[src/sv/rwcp_pkg.sv]
`default_nettype none
package rwcp_pkg;

   localparam int ByteWidth      = 8;
   localparam int StatusWidth    = 3;
   localparam int CountWidth     = 16;
   localparam int RateWidth      = 32;
   localparam int FmtLen         = 16;
   localparam int FileHdrLen     = 12;
   localparam int ChunkHdrLen    = 8;

   localparam logic [31:0] TagRiff = 32'h5249_4646;
   localparam logic [31:0] TagWave = 32'h5741_5645;
   localparam logic [31:0] TagFmt  = 32'h666D_7420;
   localparam logic [31:0] TagData = 32'h6461_7461;

   localparam logic [CountWidth-1:0] DefaultChannels = 16'd1;
   localparam logic [RateWidth-1:0]  DefaultRate     = 32'd24000;
   localparam logic [CountWidth-1:0] DefaultBits     = 16'd16;

   localparam logic [StatusWidth-1:0] StatusOk      = 3'd0;
   localparam logic [StatusWidth-1:0] StatusShort   = 3'd1;
   localparam logic [StatusWidth-1:0] StatusNoRiff  = 3'd2;
   localparam logic [StatusWidth-1:0] StatusNoWave  = 3'd3;
   localparam logic [StatusWidth-1:0] StatusNoFmt   = 3'd4;
   localparam logic [StatusWidth-1:0] StatusNoData  = 3'd5;

   localparam logic KindSample  = 1'b0;
   localparam logic KindSummary = 1'b1;

   typedef struct packed {
      logic                   has_sample;
      logic                   has_summary;
      logic [ByteWidth-1:0]   sample_byte;
      logic                   run_start;
      logic                   parse_ok;
      logic [StatusWidth-1:0] status;
      logic [CountWidth-1:0]  channel_count;
      logic [RateWidth-1:0]   sampling_hz;
      logic [CountWidth-1:0]  sample_bits;
   } entry_type;

   function automatic logic [ByteWidth-1:0] tag_char(input logic [31:0] tag,
                                                     input logic [1:0] idx);
      logic [ByteWidth-1:0] ch;
      unique case (idx)
         2'd0: ch = tag[31:24];
         2'd1: ch = tag[23:16];
         2'd2: ch = tag[15:8];
         default: ch = tag[7:0];
      endcase
      return ch;
   endfunction

endpackage
`default_nettype wire

[src/sv/rwcp_req_if.sv]
`default_nettype none
interface rwcp_req_if;
   logic       valid;
   logic       ready;
   logic [7:0] file_byte;
   logic       end_of_file;

   modport source (output valid, output file_byte, output end_of_file, input ready);
   modport sink (input valid, input file_byte, input end_of_file, output ready);
endinterface
`default_nettype wire

[src/sv/rwcp_rsp_if.sv]
`default_nettype none
interface rwcp_rsp_if;
   logic        valid;
   logic        ready;
   logic        kind;
   logic [7:0]  sample_byte;
   logic        run_start;
   logic        parse_ok;
   logic [2:0]  status;
   logic [15:0] channel_count;
   logic [31:0] sampling_hz;
   logic [15:0] sample_bits;

   modport source (output valid, output kind, output sample_byte, output run_start,
                   output parse_ok, output status, output channel_count,
                   output sampling_hz, output sample_bits, input ready);
   modport sink (input valid, input kind, input sample_byte, input run_start,
                 input parse_ok, input status, input channel_count,
                 input sampling_hz, input sample_bits, output ready);
endinterface
`default_nettype wire

[src/sv/riff_wave_chunk_parser_unit.sv]
// Byte-serial WAV file parser.
// The req channel carries one file byte per transaction, with end_of_file set
// on the final byte. The rsp channel returns sample bytes of every data chunk
// (kind 0, run_start on the first byte of each chunk) and, after the final
// byte, one summary transaction (kind 1) with parse_ok, status and the format
// values of the last complete fmt block.
// A byte is parsed in the cycle it is accepted and its results sit in a
// two-entry result queue on the next cycle. Throughput is one byte per
// cycle while the queue is not full; the final byte of a file needs two rsp
// transactions when it also yields a sample. The queue absorbs the extra one
// because the next file starts with header bytes, unless that next byte ends
// a one-byte file; the byte after that one then waits for req ready.
// req ready depends only on the queue fill, never on rsp ready in the same
// cycle. When the receiver stalls, the queue fills and req ready drops after
// two pending entries. Reset, and the end of every file, return the parser to
// the file header state with default format values; reset also empties the
// queue.
`default_nettype none
module riff_wave_chunk_parser_unit
   import rwcp_pkg::*;
(
   input  wire          clock,
   input  wire          reset,
   rwcp_req_if.sink     req_if,
   rwcp_rsp_if.source   rsp_if
);

   localparam logic [1:0] PhFileHdr  = 2'd0;
   localparam logic [1:0] PhChunkHdr = 2'd1;
   localparam logic [1:0] PhBody     = 2'd2;
   localparam logic [1:0] PhIgnore   = 2'd3;

   localparam logic [1:0] ChunkOther   = 2'd0;
   localparam logic [1:0] ChunkFmt     = 2'd1;
   localparam logic [1:0] ChunkSamples = 2'd2;

   localparam logic [4:0] FmtWin = 5'(FmtLen);

   logic [1:0]            phase_ff, phase_in;
   logic [3:0]            hdr_index_ff, hdr_index_in;
   logic                  hdr_valid_ff, hdr_valid_in;
   logic                  riff_bad_ff, riff_bad_in;
   logic [31:0]           tag_ff, tag_in;
   logic [31:0]           size_ff, size_in;
   logic [32:0]           left_ff, left_in;
   logic                  first_ff, first_in;
   logic [1:0]            chunk_ff, chunk_in;
   logic [4:0]            win0_ff, win0_in;
   logic [4:0]            win1_ff, win1_in;
   logic [7:0]            scratch_ff [FmtLen];
   logic [7:0]            scratch_in [FmtLen];
   logic [15:0]           chan_ff, chan_in;
   logic [31:0]           rate_ff, rate_in;
   logic [15:0]           bits_ff, bits_in;
   logic                  seen_fmt_ff, seen_fmt_in;
   logic                  seen_data_ff, seen_data_in;

   entry_type             queue_ff [2];
   entry_type             entry_in;
   entry_type             head;
   logic                  rd_ptr_ff, wr_ptr_ff;
   logic [1:0]            count_ff, count_in;
   logic                  sent_ff;
   logic                  req_fire, rsp_fire, push, pop, beat_sample;

   assign req_fire = req_if.valid && req_if.ready;
   assign req_if.ready = (count_ff != 2'd2);

   always_comb begin
      logic [7:0]  b;
      logic        commit;
      logic [32:0] full;
      logic        pad;
      logic [2:0]  st;

      b = req_if.file_byte;
      commit = 1'b0;
      full = '0;
      pad = 1'b0;
      st = StatusOk;

      phase_in = phase_ff;
      hdr_index_in = hdr_index_ff;
      hdr_valid_in = hdr_valid_ff;
      riff_bad_in = riff_bad_ff;
      tag_in = tag_ff;
      size_in = size_ff;
      left_in = left_ff;
      first_in = first_ff;
      chunk_in = chunk_ff;
      win0_in = win0_ff;
      win1_in = win1_ff;
      chan_in = chan_ff;
      rate_in = rate_ff;
      bits_in = bits_ff;
      seen_fmt_in = seen_fmt_ff;
      seen_data_in = seen_data_ff;
      entry_in = '0;

      for (int k = 0; k < FmtLen - 1; k++) begin
         scratch_in[k] = scratch_ff[k+1];
      end
      scratch_in[FmtLen-1] = b;

      if (win0_ff != 5'd0) begin
         win0_in = win0_ff - 5'd1;
         if (win0_in == 5'd0) begin
            commit = 1'b1;
         end
      end
      if (win1_ff != 5'd0) begin
         win1_in = win1_ff - 5'd1;
         if (win1_in == 5'd0) begin
            commit = 1'b1;
         end
      end
      if (commit) begin
         chan_in = {scratch_in[3], scratch_in[2]};
         rate_in = {scratch_in[7], scratch_in[6], scratch_in[5], scratch_in[4]};
         bits_in = {scratch_in[15], scratch_in[14]};
         seen_fmt_in = 1'b1;
      end

      unique case (phase_ff)
         PhFileHdr: begin
            if (hdr_index_ff < 4'd4 && b != tag_char(TagRiff, hdr_index_ff[1:0])) begin
               riff_bad_in = 1'b1;
               hdr_valid_in = 1'b0;
            end
            if (hdr_index_ff >= 4'd8 && b != tag_char(TagWave, hdr_index_ff[1:0])) begin
               hdr_valid_in = 1'b0;
            end
            hdr_index_in = hdr_index_ff + 4'd1;
            if (hdr_index_in >= 4'(FileHdrLen)) begin
               hdr_index_in = '0;
               phase_in = hdr_valid_in ? PhChunkHdr : PhIgnore;
            end
         end
         PhChunkHdr: begin
            if (hdr_index_ff < 4'd4) begin
               tag_in = {tag_ff[23:0], b};
            end else begin
               size_in = {b, size_ff[31:8]};
            end
            hdr_index_in = hdr_index_ff + 4'd1;
            if (hdr_index_in >= 4'(ChunkHdrLen)) begin
               hdr_index_in = '0;
               if (tag_in == TagFmt) begin
                  chunk_in = ChunkFmt;
                  if (win0_in == 5'd0) begin
                     win0_in = FmtWin;
                  end else if (win1_in == 5'd0) begin
                     win1_in = FmtWin;
                  end else begin
                     win0_in = FmtWin;
                  end
               end else if (tag_in == TagData) begin
                  chunk_in = ChunkSamples;
                  seen_data_in = 1'b1;
               end else begin
                  chunk_in = ChunkOther;
               end
               full = {1'b0, size_in} + {32'd0, size_in[0]};
               left_in = full;
               first_in = 1'b1;
               phase_in = (full != '0) ? PhBody : PhChunkHdr;
            end
         end
         PhBody: begin
            pad = (left_ff == 33'd1) && size_ff[0];
            if (chunk_ff == ChunkSamples && !pad) begin
               entry_in.has_sample = 1'b1;
               entry_in.sample_byte = b;
               entry_in.run_start = first_ff;
            end
            first_in = 1'b0;
            left_in = left_ff - 33'd1;
            if (left_in == '0) begin
               phase_in = PhChunkHdr;
            end
         end
         default: begin
         end
      endcase

      if (req_if.end_of_file) begin
         priority if (phase_in == PhFileHdr) begin
            st = StatusShort;
         end else if (riff_bad_in) begin
            st = StatusNoRiff;
         end else if (!hdr_valid_in) begin
            st = StatusNoWave;
         end else if (!seen_fmt_in) begin
            st = StatusNoFmt;
         end else if (!seen_data_in) begin
            st = StatusNoData;
         end else begin
            st = StatusOk;
         end
         entry_in.has_summary = 1'b1;
         entry_in.parse_ok = (st == StatusOk);
         entry_in.status = st;
         entry_in.channel_count = chan_in;
         entry_in.sampling_hz = rate_in;
         entry_in.sample_bits = bits_in;

         phase_in = PhFileHdr;
         hdr_index_in = '0;
         hdr_valid_in = 1'b1;
         riff_bad_in = 1'b0;
         tag_in = '0;
         size_in = '0;
         left_in = '0;
         first_in = 1'b0;
         chunk_in = ChunkOther;
         win0_in = '0;
         win1_in = '0;
         chan_in = DefaultChannels;
         rate_in = DefaultRate;
         bits_in = DefaultBits;
         seen_fmt_in = 1'b0;
         seen_data_in = 1'b0;
      end
   end

   always_ff @(posedge clock) begin
      if (reset) begin
         phase_ff <= PhFileHdr;
         hdr_index_ff <= '0;
         hdr_valid_ff <= 1'b1;
         riff_bad_ff <= 1'b0;
         tag_ff <= '0;
         size_ff <= '0;
         left_ff <= '0;
         first_ff <= 1'b0;
         chunk_ff <= ChunkOther;
         win0_ff <= '0;
         win1_ff <= '0;
         chan_ff <= DefaultChannels;
         rate_ff <= DefaultRate;
         bits_ff <= DefaultBits;
         seen_fmt_ff <= 1'b0;
         seen_data_ff <= 1'b0;
      end else if (req_fire) begin
         phase_ff <= phase_in;
         hdr_index_ff <= hdr_index_in;
         hdr_valid_ff <= hdr_valid_in;
         riff_bad_ff <= riff_bad_in;
         tag_ff <= tag_in;
         size_ff <= size_in;
         left_ff <= left_in;
         first_ff <= first_in;
         chunk_ff <= chunk_in;
         win0_ff <= win0_in;
         win1_ff <= win1_in;
         chan_ff <= chan_in;
         rate_ff <= rate_in;
         bits_ff <= bits_in;
         seen_fmt_ff <= seen_fmt_in;
         seen_data_ff <= seen_data_in;
      end
   end

   // The fmt scratch bytes are always fully rewritten before a window commits.
   always_ff @(posedge clock) begin
      if (req_fire) begin
         scratch_ff <= scratch_in;
      end
   end

   assign head = queue_ff[rd_ptr_ff];
   assign beat_sample = head.has_sample && !sent_ff;
   assign rsp_fire = rsp_if.valid && rsp_if.ready;
   assign push = req_fire && (entry_in.has_sample || entry_in.has_summary);
   assign pop = rsp_fire && (!beat_sample || !head.has_summary);

   always_comb begin
      count_in = count_ff;
      if (push && !pop) begin
         count_in = count_ff + 2'd1;
      end else if (pop && !push) begin
         count_in = count_ff - 2'd1;
      end
   end

   always_ff @(posedge clock) begin
      if (reset) begin
         rd_ptr_ff <= 1'b0;
         wr_ptr_ff <= 1'b0;
         count_ff <= '0;
         sent_ff <= 1'b0;
      end else begin
         count_ff <= count_in;
         if (push) begin
            wr_ptr_ff <= !wr_ptr_ff;
         end
         if (pop) begin
            rd_ptr_ff <= !rd_ptr_ff;
            sent_ff <= 1'b0;
         end else if (rsp_fire) begin
            sent_ff <= 1'b1;
         end
      end
   end

   always_ff @(posedge clock) begin
      if (push) begin
         queue_ff[wr_ptr_ff] <= entry_in;
      end
   end

   assign rsp_if.valid = (count_ff != 2'd0);
   assign rsp_if.kind = beat_sample ? KindSample : KindSummary;
   assign rsp_if.sample_byte = beat_sample ? head.sample_byte : '0;
   assign rsp_if.run_start = beat_sample ? head.run_start : 1'b0;
   assign rsp_if.parse_ok = beat_sample ? 1'b0 : head.parse_ok;
   assign rsp_if.status = beat_sample ? StatusOk : head.status;
   assign rsp_if.channel_count = beat_sample ? '0 : head.channel_count;
   assign rsp_if.sampling_hz = beat_sample ? '0 : head.sampling_hz;
   assign rsp_if.sample_bits = beat_sample ? '0 : head.sample_bits;

endmodule
`default_nettype wire

[src/flat_wrapper.sv]
// flat-port wrapper written by rule: the top's interface ports become plain ports
module riff_wave_chunk_parser_unit_flat import rwcp_pkg::*;
  (clock, reset, req_if_valid, req_if_file_byte, req_if_end_of_file, req_if_ready, rsp_if_valid, rsp_if_kind, rsp_if_sample_byte, rsp_if_run_start, rsp_if_parse_ok, rsp_if_status, rsp_if_channel_count, rsp_if_sampling_hz, rsp_if_sample_bits, rsp_if_ready);
  rwcp_req_if req_if_i ();
  rwcp_rsp_if rsp_if_i ();
  input  wire clock;
  input  wire reset;
  input wire logic [$bits(req_if_i.valid)-1:0] req_if_valid;
  input wire logic [$bits(req_if_i.file_byte)-1:0] req_if_file_byte;
  input wire logic [$bits(req_if_i.end_of_file)-1:0] req_if_end_of_file;
  output wire logic [$bits(req_if_i.ready)-1:0] req_if_ready;
  output wire logic [$bits(rsp_if_i.valid)-1:0] rsp_if_valid;
  output wire logic [$bits(rsp_if_i.kind)-1:0] rsp_if_kind;
  output wire logic [$bits(rsp_if_i.sample_byte)-1:0] rsp_if_sample_byte;
  output wire logic [$bits(rsp_if_i.run_start)-1:0] rsp_if_run_start;
  output wire logic [$bits(rsp_if_i.parse_ok)-1:0] rsp_if_parse_ok;
  output wire logic [$bits(rsp_if_i.status)-1:0] rsp_if_status;
  output wire logic [$bits(rsp_if_i.channel_count)-1:0] rsp_if_channel_count;
  output wire logic [$bits(rsp_if_i.sampling_hz)-1:0] rsp_if_sampling_hz;
  output wire logic [$bits(rsp_if_i.sample_bits)-1:0] rsp_if_sample_bits;
  input wire logic [$bits(rsp_if_i.ready)-1:0] rsp_if_ready;
  assign req_if_i.valid = req_if_valid;
  assign req_if_i.file_byte = req_if_file_byte;
  assign req_if_i.end_of_file = req_if_end_of_file;
  assign req_if_ready = req_if_i.ready;
  assign rsp_if_valid = rsp_if_i.valid;
  assign rsp_if_kind = rsp_if_i.kind;
  assign rsp_if_sample_byte = rsp_if_i.sample_byte;
  assign rsp_if_run_start = rsp_if_i.run_start;
  assign rsp_if_parse_ok = rsp_if_i.parse_ok;
  assign rsp_if_status = rsp_if_i.status;
  assign rsp_if_channel_count = rsp_if_i.channel_count;
  assign rsp_if_sampling_hz = rsp_if_i.sampling_hz;
  assign rsp_if_sample_bits = rsp_if_i.sample_bits;
  assign rsp_if_i.ready = rsp_if_ready;
  riff_wave_chunk_parser_unit u_core (.clock(clock), .reset(reset), .req_if(req_if_i), .rsp_if(rsp_if_i));
endmodule
[config.mk]
export PLATFORM = sky130hd
export DESIGN_NAME = riff_wave_chunk_parser_unit_flat
export DESIGN_NICKNAME = d
export VERILOG_FILES = /design/src/sv/rwcp_pkg.sv /design/src/sv/rwcp_req_if.sv /design/src/sv/rwcp_rsp_if.sv /design/src/sv/riff_wave_chunk_parser_unit.sv /design/src/flat_wrapper.sv
export SDC_FILE = /design/constraint.sdc
export NUM_CORES = 1
export LEC_CHECK = 0
export BUFFER_PORTS_ARGS = -buffer_cell sky130_fd_sc_hd__buf_2
export CAP_MARGIN = 20
export CORE_MARGIN = 4
export CORE_UTILIZATION = 40
export CTS_BUF_LIST = sky130_fd_sc_hd__clkbuf_8 sky130_fd_sc_hd__clkbuf_16
export DETAILED_ROUTE_END_ITERATION = 10
export HOLD_SLACK_MARGIN = 0.03
export SLEW_MARGIN = 20
export SYNTH_ARGS = -nofsm -noshare
export SYNTH_HDL_FRONTEND = slang
export SYNTH_SLANG_ARGS = --single-unit
[constraint.sdc]
create_clock -name clock -period 9.4 [get_ports clock]
set_clock_uncertainty 0.2 [all_clocks]
set_input_delay 1.88 -clock clock [delete_from_list [all_inputs] [get_ports clock]]
set_output_delay 1.88 -clock clock [all_outputs]
set_load 0.05 [all_outputs]
==> results.txt <==
Cell Chain, Critical Path: mux2i_1, nor2_4, buf_4, nor2_1, buf_2
Cell area after synthesis: 0.0204 mm^2
FFs w/ async S/R, synth: 0%
Power Dens Cells: 235 mW/mm^2
Cell Rows: 82
Placed cell count: 2635
Hold Vio Cnt, Final: 0
Cts repair resizes: 0
R2R Path End: u_core.phase_ff[1]
Post-Route Setup TNS: 0 ns
Syn-to-layout area delta: 13.4%
Register bit total from synthesis: 452
Setup-failing EPs final: 0
DR pass1 iterations: 5
Number of global-route vias before repair: 14300
Grt total ovfl: 0
GRT met1 Usage: 26.0%
Post-CTS setup buffers: 0
Met2 GRT Util: 30.7%
Pleak: 7.98 nW
Final nets: 2040
GRT busiest layer: met2
Die Height: 234 um
Post-synth EDFFs: 262
Mux share of post-synthesis cell area: 5.46%
Remaining DRCs: 0
Fmax: 201 MHz
DRT iter0 DRCs: 1347
Antenna violations before repair: 0
DP Worst Slack: 4.07 ns
Post-Synth Simple-Gate Area: 17.4%
Ys flop type: edfxtp_1
Number of library cell types mapped by synthesis: 77
Largest net degree at the start of global routing: 107
Design area: 0.0231 mm^2
Placer Congestion: 0.889
Clock latency at the later pin of the worst-skew pair: 0.58 ns
First-pass GRT wire length: 82200 um
Total die area: 0.0546 mm^2
Worst EP arrival: 2.91 ns
Max cap viols: 0
Largest family of logic cells by synthesized area: simple AND/OR/NAND/NOR gates
Compound-gate portion of the synthesized area: 13.3%
Post-synthesis sequential area ratio: 57.3%
Core area: 0.0503 mm^2
I/O pins: 93
Ant. Diodes: 0
Final WS setup: 4.41 ns
Most frequent cells in the layout: 294 x nor2_1, 262 x edfxtp_1, 228 x nand2_1
GR Layer Usage met3: 2.51%
Routed WL: 52100 um
XOR/XNOR Fraction of Synth Area: 2.45%
Filler instances: 4726
RSZ-0062 raised after global routing: no
Clock sinks: 452
Layout cell share with drive strength beyond 1: 11.1%
Slew Viols, Final: 0
CTS HTree Levels: 2
Reg-to-reg slack, setup: 4.68 ns
Worst-path fanout max: 62
Crit path time final: 4.99 ns
Final ANT Viol Nets: 0
Slew of the pin with the lowest slew margin: 0.984 ns
Post-synth net total: 2020
Start of the worst register-to-register path: u_core.hdr_index_ff[3]
HPWL after DPL: 32500 um
CP required: 7.32 ns
Number of buffers added on ports: 92
Status: complete, no violations
Cell count after synthesis: 1992
Worst setup SP type: register
Final worst-path cycle share: 53.0%
Clk buf depth: 3
Worst setup EP type: output pin
Max-Slew Margin vs Limit: 34.4%
Chip width: 234 um
Mapped Avg Cell Area: 10.2 um^2
Worst vdd ir: 0.145 mV
Routed length per instance: 19.1 um
Hold_buf cts: 0
Total number of vias: 15200
Kind of critical path: register to output pin
Setup crit end: rsp_if_sample_bits[9]
Clock slew at reported path FFs: 0.06 ns
TritonCTS buffer count: 47
Initial Utilization: 40.5%
CP max-delay cell: dfxtp_4
Synth Area in Adders: 0.921%
Delay of the slowest cell on the worst path: 0.74 ns
Placed inst area: 0.0214 mm^2
CTS tree: built
Root buffer cell: clkbuf_16
Gr usage total: 18.8%
Cell Count, Final, Fillers Out: 2723
Most common cell after layout, fill and taps aside: nor2_1
R2R cell count: 14
Ys Warns: 0
Vias per inst: 5.57
Tightest Hold Check Type: register to register
[critical path: cells and delay by family, from the launching register on]
family                 cells  cell delay (ns)
buffers and inverters      2             0.83
flip-flops                 1             0.74
AND/OR/NAND/NOR            2             0.48
multiplexers               1             0.22
[power by group]
part           internal [mW]  leakage [nW]  switching (mW)  total [mW]
Sequential              2.31          4.02           0.106        2.42
Clock                   1.22         0.870           0.788        2.00
Combinational          0.222          3.09           0.782        1.00
Total                   3.75          7.98            1.68        5.42
[flip-flops by register name (all words and copies together) (netlist names), 2 cells and up, named ones only]
| register | count |
|---|---|
| u_core.tag_ff | 32 |
| u_core.phase_ff | 2 |
| u_core.rate_ff | 32 |
| u_core.hdr_index_ff | 4 |
| u_core.win0_ff | 5 |
| u_core.chunk_ff | 2 |
| u_core.chan_ff | 16 |
| u_core.scratch_ff | 104 |
| u_core.queue_ff | 158 |
| u_core.size_ff | 32 |
| u_core.count_ff | 2 |
| u_core.bits_ff | 16 |
| u_core.left_ff | 33 |
| u_core.win1_ff | 5 |
[routing by layer]
metal	wire, um	vias to the layer above
met1	23300	7411
met2	24600	394
met5	0	-
met4	1660	0
met3	2530	96
li1	-	7266
[how the worst min path moves through the flow]
stage | to | start | cells after the start | slack, ns
after floorplan | u_core.scratch_ff[16] | u_core.scratch_ff[8] | 0 | 0.20
after global placement | u_core.scratch_ff[34] | u_core.scratch_ff[26] | 0 | 0.20
after detailed placement | u_core.scratch_ff[20] | u_core.scratch_ff[12] | 0 | 0.20
after CTS | u_core.scratch_ff[35] | u_core.scratch_ff[27] | 0 | 0.20
after global routing | u_core.scratch_ff[17] | u_core.scratch_ff[9] | 0 | 0.20
final | u_core.scratch_ff[35] | u_core.scratch_ff[27] | 0 | 0.20
[per-stage QoR]
stage	hold WS (ns)	util, %	power, mW
6_report	0.200	46.0	5.42
5_1_grt	0.203	46.0	5.64
4_1_cts	0.197	46.0	5.49
3_5_place_dp	0.205	42.6	3.48
3_3_place_gp	0.200	42.5	3.47
2_1_floorplan	0.200	-	3.20
[synth_stat cells (3+ instances only)]
cell type | number | area (um^2)
clkbuf_1 | 133 | 499
nor4_2 | 3 | 37.5
and2_1 | 15 | 93.8
or2_2 | 5 | 31.3
nor4_1 | 27 | 169
a211oi_1 | 3 | 22.5
o21ai_0 | 65 | 325
o22ai_1 | 13 | 81.3
o41ai_1 | 3 | 26.3
or3_1 | 9 | 56.3
nand2_1 | 228 | 856
or4_1 | 6 | 45.0
nand3_1 | 24 | 120
o211ai_1 | 19 | 143
o21ai_1 | 5 | 25.0
and4_1 | 3 | 26.3
a31oi_1 | 13 | 81.3
edfxtp_1 | 262 | 7870
nand4_1 | 14 | 87.6
xnor2_1 | 24 | 210
and3_1 | 17 | 106
buf_1 | 11 | 41.3
dfxtp_1 | 190 | 3800
a22oi_1 | 129 | 968
nor2_1 | 298 | 1120
o21bai_1 | 4 | 30.0
or4bb_1 | 3 | 33.8
nand4b_1 | 7 | 61.3
nor2b_1 | 6 | 37.5
ha_1 | 15 | 188
mux2i_1 | 110 | 1100
nor3b_1 | 8 | 60.1
inv_1 | 19 | 71.3
nor4b_1 | 10 | 87.6
a21oi_1 | 132 | 661
o31ai_1 | 7 | 52.6
xor2_1 | 33 | 289
nand2b_1 | 20 | 125
a211o_1 | 3 | 26.3
nand4bb_1 | 5 | 56.3
o21a_1 | 4 | 30.0
nor3_1 | 40 | 200
[final cells by class]
class	count	area [um^2]	area share, %
flip-flops and latches	452	11700	50.5
multi-input cells	1372	8130	35.2
clock buffers	53	1260	5.45
well taps	672	841	3.64
repair buffers	119	669	2.90
clock inverters	35	450	1.95
inverters	20	77.6	0.336
[cells by family after synthesis]
group,Yosys count
buf+inv,168
simple gates,762
xor+xnor,57
compound gates,427
fa+ha+maj,15
mux,111
flops,452
Note: power is estimated with default switching activity, not from simulation.
